[config.mk]
export PLATFORM = sky130hd
export DESIGN_NAME = vsl3_sqrt_cell
export DESIGN_NICKNAME = d
export VERILOG_FILES = /design/src/sv/vsl3_pkg.sv /design/src/sv/vsl3_sqrt_cell.sv
export SDC_FILE = /design/constraint.sdc
export NUM_CORES = 1
export LEC_CHECK = 0
export BUFFER_PORTS_ARGS = -buffer_cell sky130_fd_sc_hd__buf_2
export CAP_MARGIN = 20
export CORE_AREA = 2 2 333 335
export DETAILED_ROUTE_END_ITERATION = 12
export DIE_AREA = 0 0 335 337
export GPL_TIMING_DRIVEN = 0
export PLACE_DENSITY = 0.48
export SYNTH_ARGS = -nofsm -noshare
export SYNTH_HDL_FRONTEND = slang
export SYNTH_SLANG_ARGS = --single-unit
[constraint.sdc]
create_clock -name aclk -period 8.1 [get_ports aclk]
set_input_delay 1.215 -clock aclk [delete_from_list [all_inputs] [get_ports aclk]]
set_output_delay 1.215 -clock aclk [all_outputs]
set_load 0.02 [all_outputs]
[src/sv/vsl3_pkg.sv]
// Shared types and constants for the 3D vector set-length pipeline.
`default_nettype none
package vsl3_pkg;

    localparam int W      = 32;
    localparam int SQ_W   = 64;
    localparam int N_SQRT = SQ_W / 2;
    localparam int N_DIV  = W;
    localparam int REM_W  = W + 1;

    // values carried alongside the root chain
    typedef struct packed {
        logic [2:0][SQ_W-1:0] p;
        logic [2:0]           dneg;
        logic                 lneg;
        logic                 zero;
        logic [W-1:0]         len;
    } side_t;

    // root state for one step
    typedef struct packed {
        logic [SQ_W-1:0] x;
        logic [SQ_W-1:0] res;
        logic [SQ_W-1:0] bitv;
    } sq_t;

    // flags carried through the divider chain
    typedef struct packed {
        logic [2:0]   dneg;
        logic         lneg;
        logic         zero;
        logic [W-1:0] len;
    } flag_t;

    // divider state for three lanes sharing one divisor
    typedef struct packed {
        logic [2:0][REM_W-1:0] r;
        logic [2:0][W-1:0]     low;
        logic [2:0][W-1:0]     q;
        logic [REM_W-1:0]      d;
    } div_t;

endpackage
`default_nettype wire

[src/sv/vsl3_sqrt_cell.sv]
// One step of the integer square root chain.
`default_nettype none
module vsl3_sqrt_cell (
    input  wire logic           aclk,
    input  wire logic           aresetn,
    input  wire logic           en,
    input  wire logic           in_valid,
    input  wire vsl3_pkg::sq_t  in_sq,
    input  wire vsl3_pkg::side_t in_side,
    output logic                out_valid,
    output vsl3_pkg::sq_t       out_sq,
    output vsl3_pkg::side_t     out_side
);
    logic                         valid_reg;
    vsl3_pkg::sq_t                sq_reg, sq_next;
    vsl3_pkg::side_t              side_reg;
    logic [vsl3_pkg::SQ_W-1:0]    trial;

    // try one root bit
    always_comb begin
        trial = in_sq.res + in_sq.bitv;
        if (in_sq.x >= trial) begin
            sq_next.x   = in_sq.x - trial;
            sq_next.res = (in_sq.res >> 1) + in_sq.bitv;
        end else begin
            sq_next.x   = in_sq.x;
            sq_next.res = in_sq.res >> 1;
        end
        sq_next.bitv = in_sq.bitv >> 2;
    end

    always_ff @(posedge aclk) begin
        if (!aresetn) begin
            valid_reg <= 1'b0;
        end else if (en) begin
            valid_reg <= in_valid;
        end
    end

    always_ff @(posedge aclk) begin
        if (en) begin
            sq_reg   <= sq_next;
            side_reg <= in_side;
        end
    end

    assign out_valid = valid_reg;
    assign out_sq    = sq_reg;
    assign out_side  = side_reg;
endmodule
`default_nettype wire

==> summary.txt, run 1 <==
CTS
  – Postcts setup bufs: 0
  – Worst skew pair latency: 0.64 ns
  – Clk buf depth: 3
  – Num CTS Buffers: 52
  – CTS H-Tree Depth: 2
  – Clk pin slew, worst setup/hold paths: 0.05 ns
  – Root Driver: clkbuf_16
  – Clock sink count: 420
  – CTS tree: yes

Worst setup path
  – Worst Reg2Reg Path Length in Cells: 2
  – Startpoint types: input port
  – Worst Setup EP: out_sq[187]$_DFFE_PP_
  – Crit path max-delay cell type: a2111oi_2
  – RR Endpoint: out_valid$_SDFFE_PN0P_
  – Reg-to-reg startpoint: out_valid$_SDFFE_PN0P_
  – Crit Path Max Fanout: 19
  – Launch point of the worst path: in_sq[19]
  – Worst path max stage delay: 0.64 ns
  – Setup CP Type: in2reg
  – Critical Path Sink Type: flip-flop
  – Register-to-register setup slack: 7.50 ns
  – WP data required: 8.52 ns
  – Cell mode on critical path: a21oi_1
  – CP arrival: 8.09 ns

Logic synthesis
  – Netlist cell types: 90
  – Async set or reset register ratio after synthesis: 0%
  – Number of flops mapped to enable cells by yosys: 419
  – Register bit total from synthesis: 420
  – Synthesized instance count: 2431
  – Syn_area_per_cell: 10.48 um2
  – Post-Syn Area: 25470 um2
  – Yosys warns: 0
  – Main synth FF type: edfxtp_1
  – Sequential area share after synthesis: 49.47%

Routing
  – WL per Instance: 25.20 um
  – Drt pass-1 iters: 7
  – Routed WL: 121300 um
  – # DRC: 0
  – DR vias: 22.97k
  – Drt first-iter violations: 1364
  – Routed Antenna Nets: 0
  – DR vias/cell: 4.770

Place
  – Pre-CTS setup slack: -1.929 ns
  – Port-buffer cells: 844
  – Routability cong.: 0.9023
  – Post-DP HPWL: 101700 um

Final layout
  – FF/Latch Area: 12600 um2
  – Finished Core Util: 30.47%
  – Layout area overhead: 31.11%
  – # fillers: 11.63k
  – Most frequent cells in the layout: buf_2 (868), edfxtp_1 (419), nand2_1 (292)
  – Fin nets: 3951
  – Area of the multi-input gates: 12180 um2
  – Share of cells above drive strength 1: 29.79%
  – Most common cell after layout, fill and taps aside: buf_2

Power and ir drop
  – Clk pwr share: 29.4%
  – Power per cell area: 250.3 nW/um2
  – Sw frac: 38.04%
  – Pint: 0.005181 W
  – Leakage: 14.17 nW
  – Total chip power: 0.008361 W
  – VDD IR max: 170.3 uV
  – Psw: 0.003180 W
  – Gate power share: 36.6%
  – Part of the power in registers: 34.0%

Global route
  – First-pass GRT wire length: 164400 um
  – Global Route Usage Sum: 20.45%
  – Grt total ovfl: 0
  – Largest net degree at the start of global routing: 113
  – Initial antenna violation count: 50
  – Vias in the first global route: 22.47k

Timing
  – Period minus WS final: 7.669 ns
  – Period utilization: 94.68%
  – Final hold vios: 0
  – Sum Neg Setup Slack: 0 ns
  – Final Skew: 0 ns
  – Setup Viol. Count Final: 0
  – Max-slew headroom: 30.28%
  – Final Max Tran Viols: 0
  – Fmax: 130.4 MHz
  – RSZ-0062 raised after global routing: false
  – Worst slew pin tran: 1.043 ns
  – Setup ws final: 0.4306 ns

Floorplanning
  – Starting density of the core: 23.24%
  – Core area: 109600 um2
  – Die X: 335 um
  – Ports: 847
  – Die Height: 337 um
  – Die footprint: 112900 um2
  – Cell Rows: 122

Job
  – Max Cap Viol: 0

Min path
  – HP Class: reg2reg

Run status
  – Outcome: finished, final reports clean
-- cells by family (layout without fill, tap and decap cells) --
kind of cell    count (synthesis)  after routing  synth area share (%)
other cells                     1             14               0.01472
buf+inv                       177           1122                 2.819
flops                         420            420                 49.47
simple gates                  636            636                 11.80
compound gates                826            826                 20.17
mux                             6              6                0.2505
xor+xnor                      172            172                 5.914
fa+ha+maj                     193            193                 9.568
-- worst min-delay path by stage --
stage,from,to,slack [ns],cells after the start
after global placement,out_valid$_SDFFE_PN0P_,out_valid$_SDFFE_PN0P_,0.50,2
final,out_valid$_SDFFE_PN0P_,out_valid$_SDFFE_PN0P_,0.54,2
after floorplan,out_valid$_SDFFE_PN0P_,out_valid$_SDFFE_PN0P_,0.59,2
after global routing,out_valid$_SDFFE_PN0P_,out_valid$_SDFFE_PN0P_,0.60,2
after detailed placement,out_valid$_SDFFE_PN0P_,out_valid$_SDFFE_PN0P_,0.53,2
after CTS,out_valid$_SDFFE_PN0P_,out_valid$_SDFFE_PN0P_,0.54,2
-- stage by stage --
step                      hold slack [ns]  cells  cell area (um2)
final                              0.5365   4815            33400
after global routing               0.6009   4806            33380
after CTS                          0.5445   4803            33350
after detailed placement           0.5268   4706            31590
after global placement             0.4983   4702            31490
after floorplan                    0.5893   2432            25480
-- cells in the mapped netlist (7+ instances only) --
library cell | n | share of area [%]
or2_2 | 10 | 0.25
o21ai_1 | 32 | 0.63
and4_1 | 8 | 0.28
nand4_1 | 64 | 1.6
a21o_1 | 92 | 2.7
nor2_1 | 101 | 1.5
o21a_1 | 16 | 0.47
o211ai_1 | 18 | 0.53
nand2_1 | 292 | 4.3
nor2b_1 | 19 | 0.47
xnor2_1 | 93 | 3.2
a211oi_1 | 14 | 0.41
nor3_1 | 23 | 0.45
o21ai_0 | 209 | 4.1
a31oi_1 | 24 | 0.59
a21boi_0 | 10 | 0.29
edfxtp_1 | 419 | 49
nand2b_1 | 15 | 0.37
and2_1 | 17 | 0.42
buf_2 | 28 | 0.55
a21oi_1 | 258 | 5.1
clkbuf_1 | 82 | 1.2
xor2_1 | 79 | 2.7
a31o_2 | 9 | 0.31
o31ai_1 | 12 | 0.35
a211o_1 | 8 | 0.28
and3_1 | 14 | 0.34
nand3_1 | 31 | 0.61
nor4_1 | 7 | 0.17
o21bai_1 | 43 | 1.3
inv_1 | 63 | 0.93
ha_1 | 190 | 9.3
or3_1 | 13 | 0.32
-- sequential cells by signal (all words and copies together) (netlist names) --
signal and flops:
out_valid 1, out_sq 190, out_side 229
-- cell type report --
type	instances	share of cell area [%]
Sequential cell	420	37.73
Multi-Input combinational cell	1835	36.47
Timing Repair Buffer	848	12.95
Tap cell	1426	5.342
Clock buffer	61	4.061
Buffer	113	1.446
Clock inverter	37	1.191
Inverter	63	0.7081
Antenna cell	12	0.08991
-- layer usage --
metal  global-route usage, %  vias up  part of all wire (%)
met1                   22.68    11010                    38
li1                        -    11010                     -
met2                   38.49      746                    53
met3                   4.756      168                   6.0
met4                   6.068       36                   3.0
met5                       0        -                  0.21
-- critical path, delay by kind of cell --
family / cells / cell delay (ns)
adder cells (fa/ha/maj): 2 / 0.57
XOR/XNOR: 1 / 0.19
AND/OR/NAND/NOR: 4 / 1.05
AO/OA/AOI/OAI: 13 / 3.26
buffers and inverters: 6 / 1.76
-- power by group through the flow --
| stage | registers, W | clock network (W) | logic [W] |
|---|---|---|---|
| after floorplan | 0.00324 | 0 | 0.00149 |
| after CTS | 0.00285 | 0.00254 | 0.00309 |
| after global routing | 0.00287 | 0.00261 | 0.00333 |
| after detailed placement | 0.00289 | 0 | 0.00308 |
| after global placement | 0.00292 | 0 | 0.00308 |
| final | 0.00285 | 0.00246 | 0.00306 |
-- what timing repair did --
action | 4_1_cts | 5_1_grt
endpoints found under the setup margin | 128 | 13
gates resized for setup | 4 | 4
hold endpoints to repair | 0 | 0
hold buffers | 0 | 0
No activity file was read; power rests on OpenSTA's default activity.
==> run 2, diff against run 1 <==
--- a/config.mk
+++ b/config.mk
@@ -11,7 +11,8 @@
 export DETAILED_ROUTE_END_ITERATION = 12
 export DIE_AREA = 0 0 335 337
 export GPL_TIMING_DRIVEN = 0
-export PLACE_DENSITY = 0.48
+export PLACE_DENSITY = 0.5
+export RECOVER_POWER = 50
 export SYNTH_ARGS = -nofsm -noshare
 export SYNTH_HDL_FRONTEND = slang
 export SYNTH_SLANG_ARGS = --single-unit
==> constraint.sdc (replaced) <==
create_clock -name aclk -period 6.61 [get_ports aclk]
set_input_delay 0.9915 -clock aclk [delete_from_list [all_inputs] [get_ports aclk]]
set_output_delay 0.9915 -clock aclk [all_outputs]
set_load 0.02 [all_outputs]
==> summary.txt, run 2 (same netlist as run 1, synthesis figures left out) <==
Routing
  – Drt pass-1 iters: 7
  – Drt first-iter violations: 1465
  – Routed Antenna Nets: 0
  – DR vias/cell: 4.796
  – # DRC: 0
  – DR vias: 23.08k
  – Routed WL: 121200 um
  – WL per Instance: 25.19 um

Floorplanning
  – Die Height: 337 um
  – Die X: 335 um
  – Die footprint: 112900 um2
  – Core area: 109600 um2
  – Starting density of the core: 23.24%
  – Cell Rows: 122
  – Ports: 847

Global route
  – First-pass GRT wire length: 163900 um
  – Initial antenna violation count: 48
  – Grt total ovfl: 0
  – Global Route Usage Sum: 20.37%
  – Largest net degree at the start of global routing: 116
  – Vias in the first global route: 22.30k

Final layout
  – Layout area overhead: 30.64%
  – Max FFs per register: 229
  – # fillers: 11.67k
  – Most frequent cells in the layout: buf_2 (660), edfxtp_1 (419), nand2_1 (292)
  – Final Instance Area: 33280 um2
  – Most common cell after layout, fill and taps aside: buf_2
  – Share of cells above drive strength 1: 24.65%
  – Fin nets: 3949

Run status
  – Failing checks: capacitance limit, slew limit
  – Outcome: finished with violations

Power and ir drop
  – Psw: 0.003899 W
  – Leakage: 13.65 nW
  – Pint: 0.006240 W
  – Clk pwr share: 28.3%
  – Power per cell area: 304.7 nW/um2
  – Sw frac: 38.46%
  – VDD IR max: 202.3 uV
  – Gate power share: 37.2%
  – Part of the power in registers: 34.5%

Min path
  – Hold depth: 1
  – Min-delay src: in_side[82]
  – Hold endpoint: out_side[82]$_DFFE_PP_
  – HP Class: in2reg

Worst setup path
  – WP data required: 7.00 ns
  – CP arrival: 6.74 ns
  – Register-to-register setup slack: 6.02 ns
  – Crit Path Max Fanout: 10
  – Startpoint types: input port
  – Setup CP Type: in2reg
  – Reg-to-reg startpoint: out_valid$_SDFFE_PN0P_
  – Critical Path Sink Type: flip-flop
  – RR Endpoint: out_valid$_SDFFE_PN0P_
  – Worst Reg2Reg Path Length in Cells: 2

CTS
  – Num CTS Buffers: 52
  – Clock sink count: 420
  – Clk buf depth: 3
  – Root Driver: clkbuf_16
  – Worst skew pair latency: 0.64 ns
  – CTS H-Tree Depth: 2
  – Clk pin slew, worst setup/hold paths: 0.06 ns
  – CTS tree: yes
  – Hold buffer count at CTS: 0

Timing
  – Final Skew: 0 ns
  – Sum Neg Setup Slack: 0 ns
  – Max-slew headroom: -286.5%
  – Period utilization: 96.01%
  – Worst hold slack: 0.5162 ns
  – Setup Viol. Count Final: 0
  – Setup ws final: 0.2635 ns
  – Final hold vios: 0
  – Final Max Tran Viols: 97
  – Worst slew pin tran: 5.797 ns
  – Period minus WS final: 6.347 ns
  – Fmax: 157.6 MHz

Place
  – Area post-placement: 31590 um2
  – Pre-CTS setup slack: -2.837 ns
  – Port-buffer cells: 844
  – Post-DP HPWL: 101400 um
  – Routability cong.: 0.8974

Job
  – Max Cap Viol: 1
==> run 2: changes by cell type in the layout (fill, tap and decap cells not counted), sizes merged <==
cell | before | now
clkbuf | 143 | 344
bufinv | 7 | 4
diode | 12 | 15
clkdlybuf4s18 | 1 | 0
buf | 878 | 676
clkinv | 23 | 22
==> run 2: cell type report <==
class,instances,area (um2),share of cell area (%)
flip-flops and latches,420,12600,37.87
well taps,1426,1784,5.361
inverters,63,236.5,0.7106
diodes,15,37.54,0.1128
repair buffers,853,4085,12.27
clock inverters,33,312.8,0.9399
clock buffers,61,1356,4.075
plain buffers,106,513.0,1.541
multi-input cells,1835,12350,37.12
==> run 2: worst max-delay path by stage <==
| stage | depth (start not counted) | slack (ns) | endpoint | startpoint |
|---|---|---|---|---|
| after global routing | 27 | -0.006 | out_sq[186]$_DFFE_PP_ | in_sq[27] |
| final | 28 | 0.26 | out_sq[186]$_DFFE_PP_ | in_sq[20] |
| after global placement | 27 | -3.45 | out_sq[186]$_DFFE_PP_ | in_sq[28] |
| after CTS | 28 | 0.02 | out_sq[186]$_DFFE_PP_ | in_sq[20] |
| after detailed placement | 27 | -2.84 | out_sq[186]$_DFFE_PP_ | in_sq[18] |
| after floorplan | 24 | 0.75 | out_sq[129]$_DFFE_PP_ | in_sq[19] |
==> run 2: worst max-delay path: stages <==
cell	delay, ns
buf_2	0.16
ha_1	0.29
buf_2	0.22
nand4_1	0.20
or3_1	0.43
a2111oi_1	0.36
buf_2	0.24
a211oi_2	0.08
o21ai_2	0.24
nand2b_1	0.18
a21boi_1	0.11
o21ai_2	0.19
xnor2_2	0.17
ha_1	0.27
clkbuf_1	0.22
a21o_1	0.22
a21o_1	0.18
a21oi_2	0.23
o211ai_1	0.15
nand4_1	0.13
a21oi_1	0.14
a21oi_4	0.20
buf_12	0.20
buf_8	0.21
buf_12	0.21
buf_8	0.23
nand2_1	0.09
o31ai_2	0.13
==> run 2: power by group through the flow <==
stage          Combinational (W)  Sequential, W  Clock [W]
6_report                 0.00377        0.00350    0.00287
5_1_grt                  0.00410        0.00353    0.00306
4_1_cts                  0.00381        0.00350    0.00298
3_5_place_dp             0.00376        0.00355          0
3_3_place_gp             0.00377        0.00358          0
2_1_floorplan            0.00183        0.00397          0
==> run 2: timing repair <==
item | in CTS | in global routing
setup buffers | 2 | 2
pin swaps | 3 | 3
endpoints found under the setup margin | 128 | 128
resized for setup | 27 | 29
==> run 2: routing by layer <==
layer / vias to the layer above / wire, um / track usage, %
met5: - / 102 / 0
li1: 11030 / - / -
met3: 212 / 7057 / 4.170
met4: 18 / 4864 / 7.604
met1: 11030 / 46390 / 22.84
met2: 795 / 62810 / 37.75
==> run 2: per-stage QoR <==
| stage | cells | power (W) | util, % |
|---|---|---|---|
| 6_report | 4812 | 0.01014 | 30.37 |
| 3_3_place_gp | 4702 | 0.007351 | 28.73 |
| 2_1_floorplan | 2432 | 0.005799 | - |
| 4_1_cts | 4796 | 0.01028 | 30.43 |
| 5_1_grt | 4801 | 0.01068 | 30.34 |
| 3_5_place_dp | 4707 | 0.007306 | 28.83 |
