===== src/sv/vsl3_pkg.sv =====
// Shared types and constants for the 3D vector set-length pipeline.
`default_nettype none
package vsl3_pkg;

    localparam int W      = 32;
    localparam int SQ_W   = 64;
    localparam int N_SQRT = SQ_W / 2;
    localparam int N_DIV  = W;
    localparam int REM_W  = W + 1;

    // values carried alongside the root chain
    typedef struct packed {
        logic [2:0][SQ_W-1:0] p;
        logic [2:0]           dneg;
        logic                 lneg;
        logic                 zero;
        logic [W-1:0]         len;
    } side_t;

    // root state for one step
    typedef struct packed {
        logic [SQ_W-1:0] x;
        logic [SQ_W-1:0] res;
        logic [SQ_W-1:0] bitv;
    } sq_t;

    // flags carried through the divider chain
    typedef struct packed {
        logic [2:0]   dneg;
        logic         lneg;
        logic         zero;
        logic [W-1:0] len;
    } flag_t;

    // divider state for three lanes sharing one divisor
    typedef struct packed {
        logic [2:0][REM_W-1:0] r;
        logic [2:0][W-1:0]     low;
        logic [2:0][W-1:0]     q;
        logic [REM_W-1:0]      d;
    } div_t;

endpackage
`default_nettype wire


===== src/sv/vsl3_div_cell.sv =====
// One quotient bit of the three-lane restoring divider chain.
`default_nettype none
module vsl3_div_cell (
    input  wire logic            aclk,
    input  wire logic            aresetn,
    input  wire logic            en,
    input  wire logic            in_valid,
    input  wire vsl3_pkg::div_t  in_div,
    input  wire vsl3_pkg::flag_t in_flag,
    output logic                 out_valid,
    output vsl3_pkg::div_t       out_div,
    output vsl3_pkg::flag_t      out_flag
);
    logic            valid_reg;
    vsl3_pkg::div_t  div_reg, div_next;
    vsl3_pkg::flag_t flag_reg;
    logic [vsl3_pkg::REM_W:0] t [3];
    logic [2:0]               ge;

    // shift in one dividend bit per lane and subtract where it fits
    always_comb begin
        div_next.d = in_div.d;
        for (int i = 0; i < 3; i++) begin
            t[i]  = {in_div.r[i], in_div.low[i][vsl3_pkg::W-1]};
            ge[i] = (t[i] >= {1'b0, in_div.d});
            if (ge[i]) begin
                div_next.r[i] = vsl3_pkg::REM_W'(t[i] - {1'b0, in_div.d});
            end else begin
                div_next.r[i] = vsl3_pkg::REM_W'(t[i]);
            end
            div_next.low[i] = {in_div.low[i][vsl3_pkg::W-2:0], 1'b0};
            div_next.q[i]   = {in_div.q[i][vsl3_pkg::W-2:0], ge[i]};
        end
    end

    always_ff @(posedge aclk) begin
        if (!aresetn) begin
            valid_reg <= 1'b0;
        end else if (en) begin
            valid_reg <= in_valid;
        end
    end

    always_ff @(posedge aclk) begin
        if (en) begin
            div_reg  <= div_next;
            flag_reg <= in_flag;
        end
    end

    assign out_valid = valid_reg;
    assign out_div   = div_reg;
    assign out_flag  = flag_reg;
endmodule
`default_nettype wire


===== config.mk =====
export PLATFORM = sky130hd
export DESIGN_NAME = vsl3_div_cell
export DESIGN_NICKNAME = d
export VERILOG_FILES = /design/src/sv/vsl3_pkg.sv /design/src/sv/vsl3_div_cell.sv
export SDC_FILE = /design/constraint.sdc
export NUM_CORES = 1
export LEC_CHECK = 0
export ABC_AREA = 0
export BUFFER_PORTS_ARGS = -buffer_cell sky130_fd_sc_hd__buf_4
export CAP_MARGIN = 20
export CORE_AREA = 2 2 287 289
export DETAILED_ROUTE_END_ITERATION = 10
export DIE_AREA = 0 0 289 291
export GPL_TIMING_DRIVEN = 0
export PLACE_DENSITY = 0.45
export SLEW_MARGIN = 40
export SYNTH_ARGS = -nofsm -noshare
export SYNTH_HDL_FRONTEND = slang
export SYNTH_SLANG_ARGS = --single-unit

===== constraint.sdc =====
create_clock -name aclk -period 3.5 [get_ports aclk]
set_clock_uncertainty 0.15 [all_clocks]
set_input_delay 0.175 -clock aclk [delete_from_list [all_inputs] [get_ports aclk]]
set_output_delay 0.175 -clock aclk [all_outputs]
set_load 0.05 [all_outputs]

==> impl_results.md, run 1 <==
* Status: finished with violations
* Violated checks: negative hold slack
* Synth Register Bits at around 360
* Fin cells at approximately 3,700
* Dpl cells at between 3,000 and 4,000
* Most used DFF post-synth: edfxtp_1
* I/O pins at a little over 700
* Total grt overflow at 0
* Mux contribution to synthesized area at around 1.4%
* Setup CP Type: in2reg
* Synthesized area per cell at 12.5 um^2
* Sequential cell area fraction in the yosys report at 60.7%
* Total core area at 0.0812 mm^2
* Logic pwr share at 32.1%
* Leak Pwr at approximately 0.013 uW
* Power density over the cells at 513 mW/mm^2
* Arrival time at the worst endpoint at 3.56 ns
* Crit end category: register
* Most common cell after layout, fill and taps aside: buf_4
* Std cell rows at about 110
* Peak supply drop at 0.399 mV
* Synth Area in Compound Gates at 15.0%
* Pin slew with the least headroom to its limit at between 0.7 and 0.8 ns
* Clk network pwr share at approximately a third
* Hold Crit Depth at 1
* Sequential Power Share at between 30% and 40%
* Routed Antenna Nets at 0
* Final period utilization at 96.9%
* CTS tree: done
* Internal at a little under 10,000 uW
* Simple-gate area share of the yosys netlist at 9.07%
* Largest family of logic cells by synthesized area: compound AO/OA/AOI/OAI gates
* Routed via count at roughly 17,000
* CP Max Fanout at 10
* Worst Hold Class: in2reg
* Number of synthesized flops with an enable pin at ~360
* Nets at 3,015
* GPL Wtd Cong at 0.861
* Endpoint, Worst Hold: out_div[0]
* Switch share at roughly 35%
* Synth Cell Area at roughly 0.018 mm^2
* Largest net degree at the start of global routing at between 70 and 80
* R2R cell count at 4
* Filler Cells Inserted at 8,029
* Post-synth top area share at approximately three fifths
* Register Area at between 0.01 and 0.015 mm^2
* TritonCTS buffer count at 45
* Area contributors post-synth: edfxtp_1 (61%), ha_1 (7.0%), a21oi_1 (4.2%)
* CTS root buf: clkbuf_16
* Drt via density at 4.51
* Total GRT Usage at approximately a fifth
* First-pass GRT wire length at 126,000 um
* Vias in the first global route at about 17,000
* RSZ-0062 raised after global routing: no
* Required time of the worst setup path at ~3.7 ns
* Final setup TNS at 0 ns
* Hpwl dp at ~74,000 um
* Synth area leader: edfxtp_1
* CTS Buffer Depth at 3
* Clk slew on worst S/H paths at about 0.06 ns
* Cell variety after synth at 83
* Post-synthesis adder-cell area fraction at roughly 7.3%
* Starting density of the core at 21.8%
* Fin. Hold Viols at 3
* Share of cells above drive strength 1 at between 30 and 40%
* Synth Instances at 1,416
* Hold slack at -0.289 ns
* Iteration-0 DRC Markers at just over 900
* Post-CTS Setup Inserts at 0
* Reg2Reg Setup Slack at 1.63 ns
* Die height at between 200 and 300 um
* Final Total Pwr at roughly 15,000 uW
* Clk Latency, worst-skew pair at 0.58 ns
* Post-synth ARST share at 0%
* Die area at ~0.084 mm^2
* # clock sinks at between 300 and 400
* Area delta synth->final at 68.5%
* Min Tclk post-route at 3.39 ns
* Die W at between 200 and 300 um
* Synth warn at 0
* Remaining routing DRC violations at 0
* Port Buf Inserts at 720
* Setup violations, final at 0
* Final WL at 91,600 um
* MaxCap Viol Count at 0
* Fin. max-slew vios at 0
* Achievable frequency at approximately 300 MHz
* Most frequent cells in the layout: buf_4 (729), dlygate4sd3_1 (358), edfxtp_1 (358), a21oi_1 (147), nor2_1 (125)
* Rel. slew slack at around 50%
* Placed instance area at 0.0246 mm^2
* Worst R2R End: out_valid
* Multi-input logic area at between 0.006 and 0.007 mm^2
* Sw Pwr at approximately 5400 uW
* DR pass1 iterations at 5
* Routed wire per std cell at about 25 um
* Antenna violations before repair at 16
* Worst Hold Launch: in_div[0]
* H-tree depth at 2
* Final instance area at 0.0299 mm^2
* Reg-to-reg critical path startpoint: out_valid
* Crit start category: primary input
* Xor/xnor share of the synthesized area at ~3.7%
## final cells by class
class                      instances  area share (%)
sequential                       359            36.0
timing repair buffer            1083            30.6
multi-input combinational        943            21.9
tap                             1070            4.48
clock buffer                      53            3.94
clock inverter                    30            1.25
inverter                          70           0.879
buffer                            46           0.821
antenna                           11          0.0921
## metrics by stage
stage               util [%]  setup slack (ns)  hold WS [ns]
floorplan                  -             0.488         0.124
global placement        30.2            -0.970         0.204
detailed placement      30.3            -0.917         0.204
CTS                     36.7           0.00208        -0.332
global route            36.8          0.000679        -0.318
finish                  36.8             0.107        -0.289
## per-layer routing
| layer | wire (um) | GRT usage [%] |
|---|---|---|
| met2 | 49300 | 40.4 |
| met5 | 71 | 0 |
| met1 | 33400 | 22.0 |
| met4 | 3830 | 7.62 |
| met3 | 4980 | 3.99 |
## synthesized netlist by cell type, types with 5 or more instances
cell type	instances
nand2b_1	9
edfxtp_1	358
a21oi_1	150
mux2_1	13
a31oi_1	9
nor3_1	21
mux2_2	6
o21ai_0	54
clkbuf_1	21
a311oi_1	5
nor2b_1	10
nor2_1	126
o21bai_1	17
xnor2_1	47
o211a_1	5
and3_1	13
and2_1	9
a211oi_1	8
nand3_1	26
nand4_1	20
o21a_1	16
o31ai_1	6
buf_4	10
a2111oi_0	7
xor2_1	27
a21o_1	41
inv_1	68
ha_1	99
a211oi_2	5
and4_1	7
nor4_1	8
o21ai_1	17
nand2_1	71
o211ai_1	10
buf_2	12
## power groups by stage
stage	clock network [uW]	registers [uW]	logic [uW]
floorplan	0	7030	1180
global route	5270	5460	5170
CTS	5120	5420	4950
finish	4980	5420	4920
global placement	0	5540	4540
detailed placement	0	5500	4560
## repair_timing
item,4_1_cts,5_1_grt
hold buffers,356,2
resized for setup,4,13
endpoints found under the setup margin,23,33
endpoints found under the hold margin,393,4
## worst max-delay path, cell delays in order
cell and delay [ns]:
dlygate4sd3_1 0.54, buf_4 0.14, ha_1 0.40, o21ai_0 0.15, o21ai_1 0.31, a41oi_4 0.23
o31a_1 0.37, o211ai_4 0.30, a21o_1 0.16, buf_4 0.20, buf_6 0.21, mux2_1 0.35
## cell families (layout without fill, tap and decap cells)
| group | count (synthesis) | after routing |
|---|---|---|
| buffers and inverters | 116 | 1282 |
| AO/OA/AOI/OAI | 404 | 404 |
| other | 1 | 14 |
| XOR/XNOR | 74 | 74 |
| AND/OR/NAND/NOR | 338 | 338 |
| adder cells (fa/ha/maj) | 102 | 102 |
| multiplexers | 22 | 22 |
| flip-flops | 359 | 359 |
## state kept, by name, summed over array words and instances, names as in the netlist
register	count
out_flag	37
out_div	321
out_valid	1
## worst max-delay path by stage
stage | startpoint | slack, ns | to | depth (start not counted)
floorplan | in_div[192] | 0.49 | out_div[286] | 12
global placement | in_div[23] | -0.97 | out_div[276] | 14
detailed placement | in_div[23] | -0.92 | out_div[276] | 14
CTS | in_div[24] | 0.002 | out_div[276] | 14
global route | in_div[238] | 0.0007 | out_div[254] | 13
finish | in_div[227] | 0.11 | out_div[254] | 12
No activity file was read; power rests on OpenSTA's default activity.
==> inputs of run 2 (changes only) <==
- ABC_AREA: 0 -> 1
- CORE_AREA: 2 2 287 289 -> 2 2 282 284
- DIE_AREA: 0 0 289 291 -> 0 0 284 286
- PLACE_DENSITY: 0.45 -> 0.49
==> run 2 against run 1 <==
Compared with the run above: the run now ends clean; critical path depth increased by 2; worst setup slack improved by 0.33 ns; wire length grew 4.5%; register-to-register slack gained 0.51 ns; hold slack better by 0.41 ns; clock-buffer cell count grew 3; sequential cell count unchanged; fmax rose by 11%; via count up 19%; synthesized cell count up 65%; combinational power barely moved; critical path type unchanged; critical endpoint is now out_div[310]; highest routed layer unchanged.
==> impl_results.md, run 2 <==
* Status: complete, no violations (was finished with violations)
* Total GRT Usage at 22.9% (was 20.9%)
* Fin. Hold Viols at 0 (was 3)
* DP Worst Slack at 0.464 ns (was -0.917 ns)
* Top cells by count, synth: nand2_1 (866), inv_1 (410), edfxtp_1 (358) (was edfxtp_1 (358), a21oi_1 (150), nor2_1 (126))
* Hold slack at 0.122 ns (was -0.289 ns)
* CP max stage cell: dlygate4sd3_1 (unchanged)
* Met2 wire len at 49,400 um (was 49,300 um)
* Internal at 9640 uW (was 9900 uW)
* Sw Pwr at 5410 uW (was 5420 uW)
* Total core area at 0.0784 mm^2 (was 0.0812 mm^2)
* Most frequent cells in the layout: nand2_1 (866), buf_4 (724), inv_1 (410), dlygate4sd3_1 (358), edfxtp_1 (358) (was buf_4 (729), dlygate4sd3_1 (358), edfxtp_1 (358), a21oi_1 (147), nor2_1 (125))
* CTS tree: done (unchanged)
* Worst Hold Class: in2reg (unchanged)
* Nets at 3,936 (was 3,015)
* Pin slew with the least headroom to its limit at 0.646 ns (was 0.727 ns)
* I/O pins at 727 (unchanged)
* Xor/xnor share of the synthesized area at 1.80% (was 3.65%)
* Post-synth top area share at 52.6% (was 60.6%)
* Switch share at 35.9% (was 35.4%)
* # clock sinks at 359 (unchanged)
* Sequential cell area fraction in the yosys report at 52.7% (was 60.7%)
* CTS Buffer Depth at 3 (unchanged)
* Synth Cell Area at 0.0204 mm^2 (was 0.0177 mm^2)
* Most numerous cell in the Yosys netlist: nand2_1 (was edfxtp_1)
* Post-cts repair resize count at 0 (was 4)
* Dpl cells at 4,114 (was 3,213)
* Std cell rows at 103 (was 105)
* H-tree depth at 2 (unchanged)
* Worst path depth at 14 (was 12)
* Cell variety after synth at 35 (was 83)
* First-pass GRT wire length at 134,000 um (was 126,000 um)
* Power density over the cells at 464 mW/mm^2 (was 513 mW/mm^2)
* Clk network pwr share at 31.3% (was 32.5%)
* TritonCTS buffer count at 45 (unchanged)
* Sequential Power Share at 35.8% (was 35.4%)
* Crit end category: register (unchanged)
* Leak Pwr at 0.0158 uW (was 0.0125 uW)
* Die height at 286 um (was 291 um)
* Final WL at 95,700 um (was 91,600 um)
* Iteration-0 DRC Markers at 992 (was 921)
* RSZ-0062 raised after global routing: no (unchanged)
* Number of synthesized flops with an enable pin at 358 (unchanged)
* DR pass1 iterations at 5 (unchanged)
* Most common cell after layout, fill and taps aside: nand2_1 (was buf_4)
* Reg2Reg Setup Slack at 2.14 ns (was 1.63 ns)
* Synth warn at 0 (unchanged)
* Share of cells above drive strength 1 at 26.1% (was 33.3%)
* Clk Latency, worst-skew pair at 0.58 ns (about the same)
* Peak supply drop at 0.303 mV (was 0.399 mV)
* Arrival time at the worst endpoint at 3.21 ns (was 3.56 ns)
* Final instance area at 0.0324 mm^2 (was 0.0299 mm^2)
* Post-CTS Hold Fix Bufs at 358 (was 356)
* Crit-path leading delay family: buffers and inverters (was compound AO/OA/AOI/OAI gates)
* Max reg flops at 321 (unchanged)
* Reg-to-reg critical path startpoint: out_valid (unchanged)
* Crit path buffers/inverters at 5 (was 4)
* Post-CTS Setup Inserts at 0 (unchanged)
* Setup crit end: out_div[310] (was out_div[254])
* Port Buf Inserts at 720 (unchanged)
* Required time of the worst setup path at 3.65 ns (was 3.67 ns)
* Largest family of logic cells by synthesized area: simple AND/OR/NAND/NOR gates (was compound AO/OA/AOI/OAI gates)
* Vias in the first global route at 19,500 (was 17,200)
* Crit-path cells: dlygate4sd3_1 -> buf_4 -> inv_1 -> ha_1 -> inv_1 -> nor2_1 -> nand3_1 -> nand3b_1 -> nand2_1 -> nor2_4 -> nand2_8 -> buf_12 -> nand3_2 -> nand2_1 (was dlygate4sd3_1 -> buf_4 -> ha_1 -> o21ai_0 -> o21ai_1 -> a41oi_4 -> o31a_1 -> o211ai_4 -> a21o_1 -> buf_4 -> buf_6 -> mux2_1)
* Remaining routing DRC violations at 0 (unchanged)
* Min Tclk post-route at 3.06 ns (was 3.39 ns)
* Achievable frequency at 326 MHz (was 295 MHz)
* GPL Wtd Cong at 0.919 (was 0.861)
* Post-Route M1 WL at 36,500 um (was 33,400 um)
* Starting density of the core at 26.1% (was 21.8%)
* Logic pwr share at 32.9% (was 32.1%)
* Routed Antenna Nets at 0 (unchanged)
* CTS root buf: clkbuf_16 (unchanged)
* Synth area leader: edfxtp_1 (unchanged)
* Placed instance area at 0.0273 mm^2 (was 0.0246 mm^2)
* Hpwl dp at 77,700 um (was 74,000 um)
* Synth Register Bits at 359 (unchanged)
* CP Max Fanout at 10 (unchanged)
* Post-synth ARST share at 0% (unchanged)
* Drt via density at 4.29 (was 4.51)
* Setup violations, final at 0 (unchanged)
* Met3 WL post-DR at 5640 um (was 4980 um)
* Mux contribution to synthesized area at 0% (was 1.38%)
* R2R cell count at 3 (was 4)
* Total grt overflow at 0 (unchanged)
* MaxCap Viol Count at 0 (unchanged)
* Most used DFF post-synth: edfxtp_1 (unchanged)
* Die area at 0.0812 mm^2 (was 0.0841 mm^2)
* Clk slew on worst S/H paths at 0.06 ns (about the same)
* Highest layer used for signal routing: met5 (unchanged)
* Fin. max-slew vios at 0 (unchanged)
* Die W at 284 um (was 289 um)
* Post-synthesis adder-cell area fraction at 6.35% (was 7.32%)
* Synth Instances at 2,337 (was 1,416)
* Area delta synth->final at 58.5% (was 68.5%)
* Crit start category: primary input (unchanged)
* Critical Path Source: in_div[32] (was in_div[227])
* Synthesized area per cell at 8.75 um^2 (was 12.5 um^2)
* Largest net degree at the start of global routing at 75 (unchanged)
* Rel. slew slack at 56.9% (was 51.2%)
* Worst R2R End: out_valid (unchanged)
* Simple-gate area share of the yosys netlist at 28.5% (was 9.07%)
* Routed wire per std cell at 21.0 um (was 25.0 um)
* Fin worst setup slack at 0.435 ns (was 0.107 ns)
* Routed via count at 19,600 (was 16,500)
* Crit path largest cell delay at 0.59 ns (was 0.54 ns)
* Final period utilization at 87.6% (was 96.9%)
* Fin cells at 4,567 (was 3,665)
* Setup CP Type: in2reg (unchanged)
* Synth Area in Compound Gates at 1.90% (was 15.0%)
* Area contributors post-synth: edfxtp_1 (53%), nand2_1 (16%), inv_1 (7.5%) (was edfxtp_1 (61%), ha_1 (7.0%), a21oi_1 (4.2%))
* Antenna violations before repair at 20 (was 16)
-- run 2: power by group through the flow --
| stage | clock network [uW] | logic (uW) | registers, uW |
|---|---|---|---|
| after floorplan | 0 | 1320 | 6950 |
| after global placement | 0 | 4610 | 5480 |
| after detailed placement | 0 | 4630 | 5460 |
| after CTS | 4870 | 5010 | 5380 |
| after global routing | 5000 | 5290 | 5420 |
| final | 4710 | 4950 | 5380 |
-- run 2: metal layers --
| layer | vias up | track usage [%] |
|---|---|---|
| met5 | - | 0 |
| met4 | 18 | 9.09 |
| met3 | 127 | 5.02 |
| met2 | 600 | 42.3 |
| met1 | 9088 | 25.4 |
| li1 | 9770 | - |
-- run 2: worst min path at each step --
stage / startpoint / end / slack [ns] / depth (start not counted)
floorplan: en / out_valid / 0.12 / 1
global placement: in_div[129] / out_div[130] / 0.20 / 1
detailed placement: in_div[190] / out_div[191] / 0.20 / 1
CTS: in_div[290] / out_div[290] / 0.1 / 8
global route: in_div[140] / out_div[141] / 0.13 / 2
finish: in_div[290] / out_div[290] / 0.12 / 8
-- run 2: logic make-up (layout without fill, tap and decap cells) --
| kind of cell | count (synthesis) | count (layout) |
|---|---|---|
| AND/OR/NAND/NOR | 1317 | 1317 |
| buffers and inverters | 443 | 1609 |
| flip-flops | 359 | 359 |
| adder cells (fa/ha/maj) | 102 | 102 |
| AO/OA/AOI/OAI | 73 | 73 |
| XOR/XNOR | 42 | 42 |
| other | 1 | 15 |
-- run 2: area by class of cell --
cell class,count,area [um^2]
well taps,1050,1310
multi-input cells,1537,7890
clock buffers,56,1210
flip-flops and latches,359,10800
plain buffers,31,245
repair buffers,1083,9130
diodes,12,30.0
inverters,412,1550
fillers,7987,46000
clock inverters,27,265
-- run 2: per-stage QoR --
stage | utilization (%) | TNS [ns] | total power [uW]
final | 41.4 | 0 | 15000
after CTS | 41.3 | 0 | 15300
after detailed placement | 34.9 | 0 | 10100
after global placement | 34.7 | -353.33 | 10100
after floorplan | - | 0 | 8270
after global routing | 41.3 | 0 | 15700
-- run 2: worst register-to-register path, stage by stage, from the launching register on --
cell and delay, ns:
dfxtp_1 0.32, o21ai_0 0.15, a21oi_1 0.06, dlygate4sd3_1 0.57
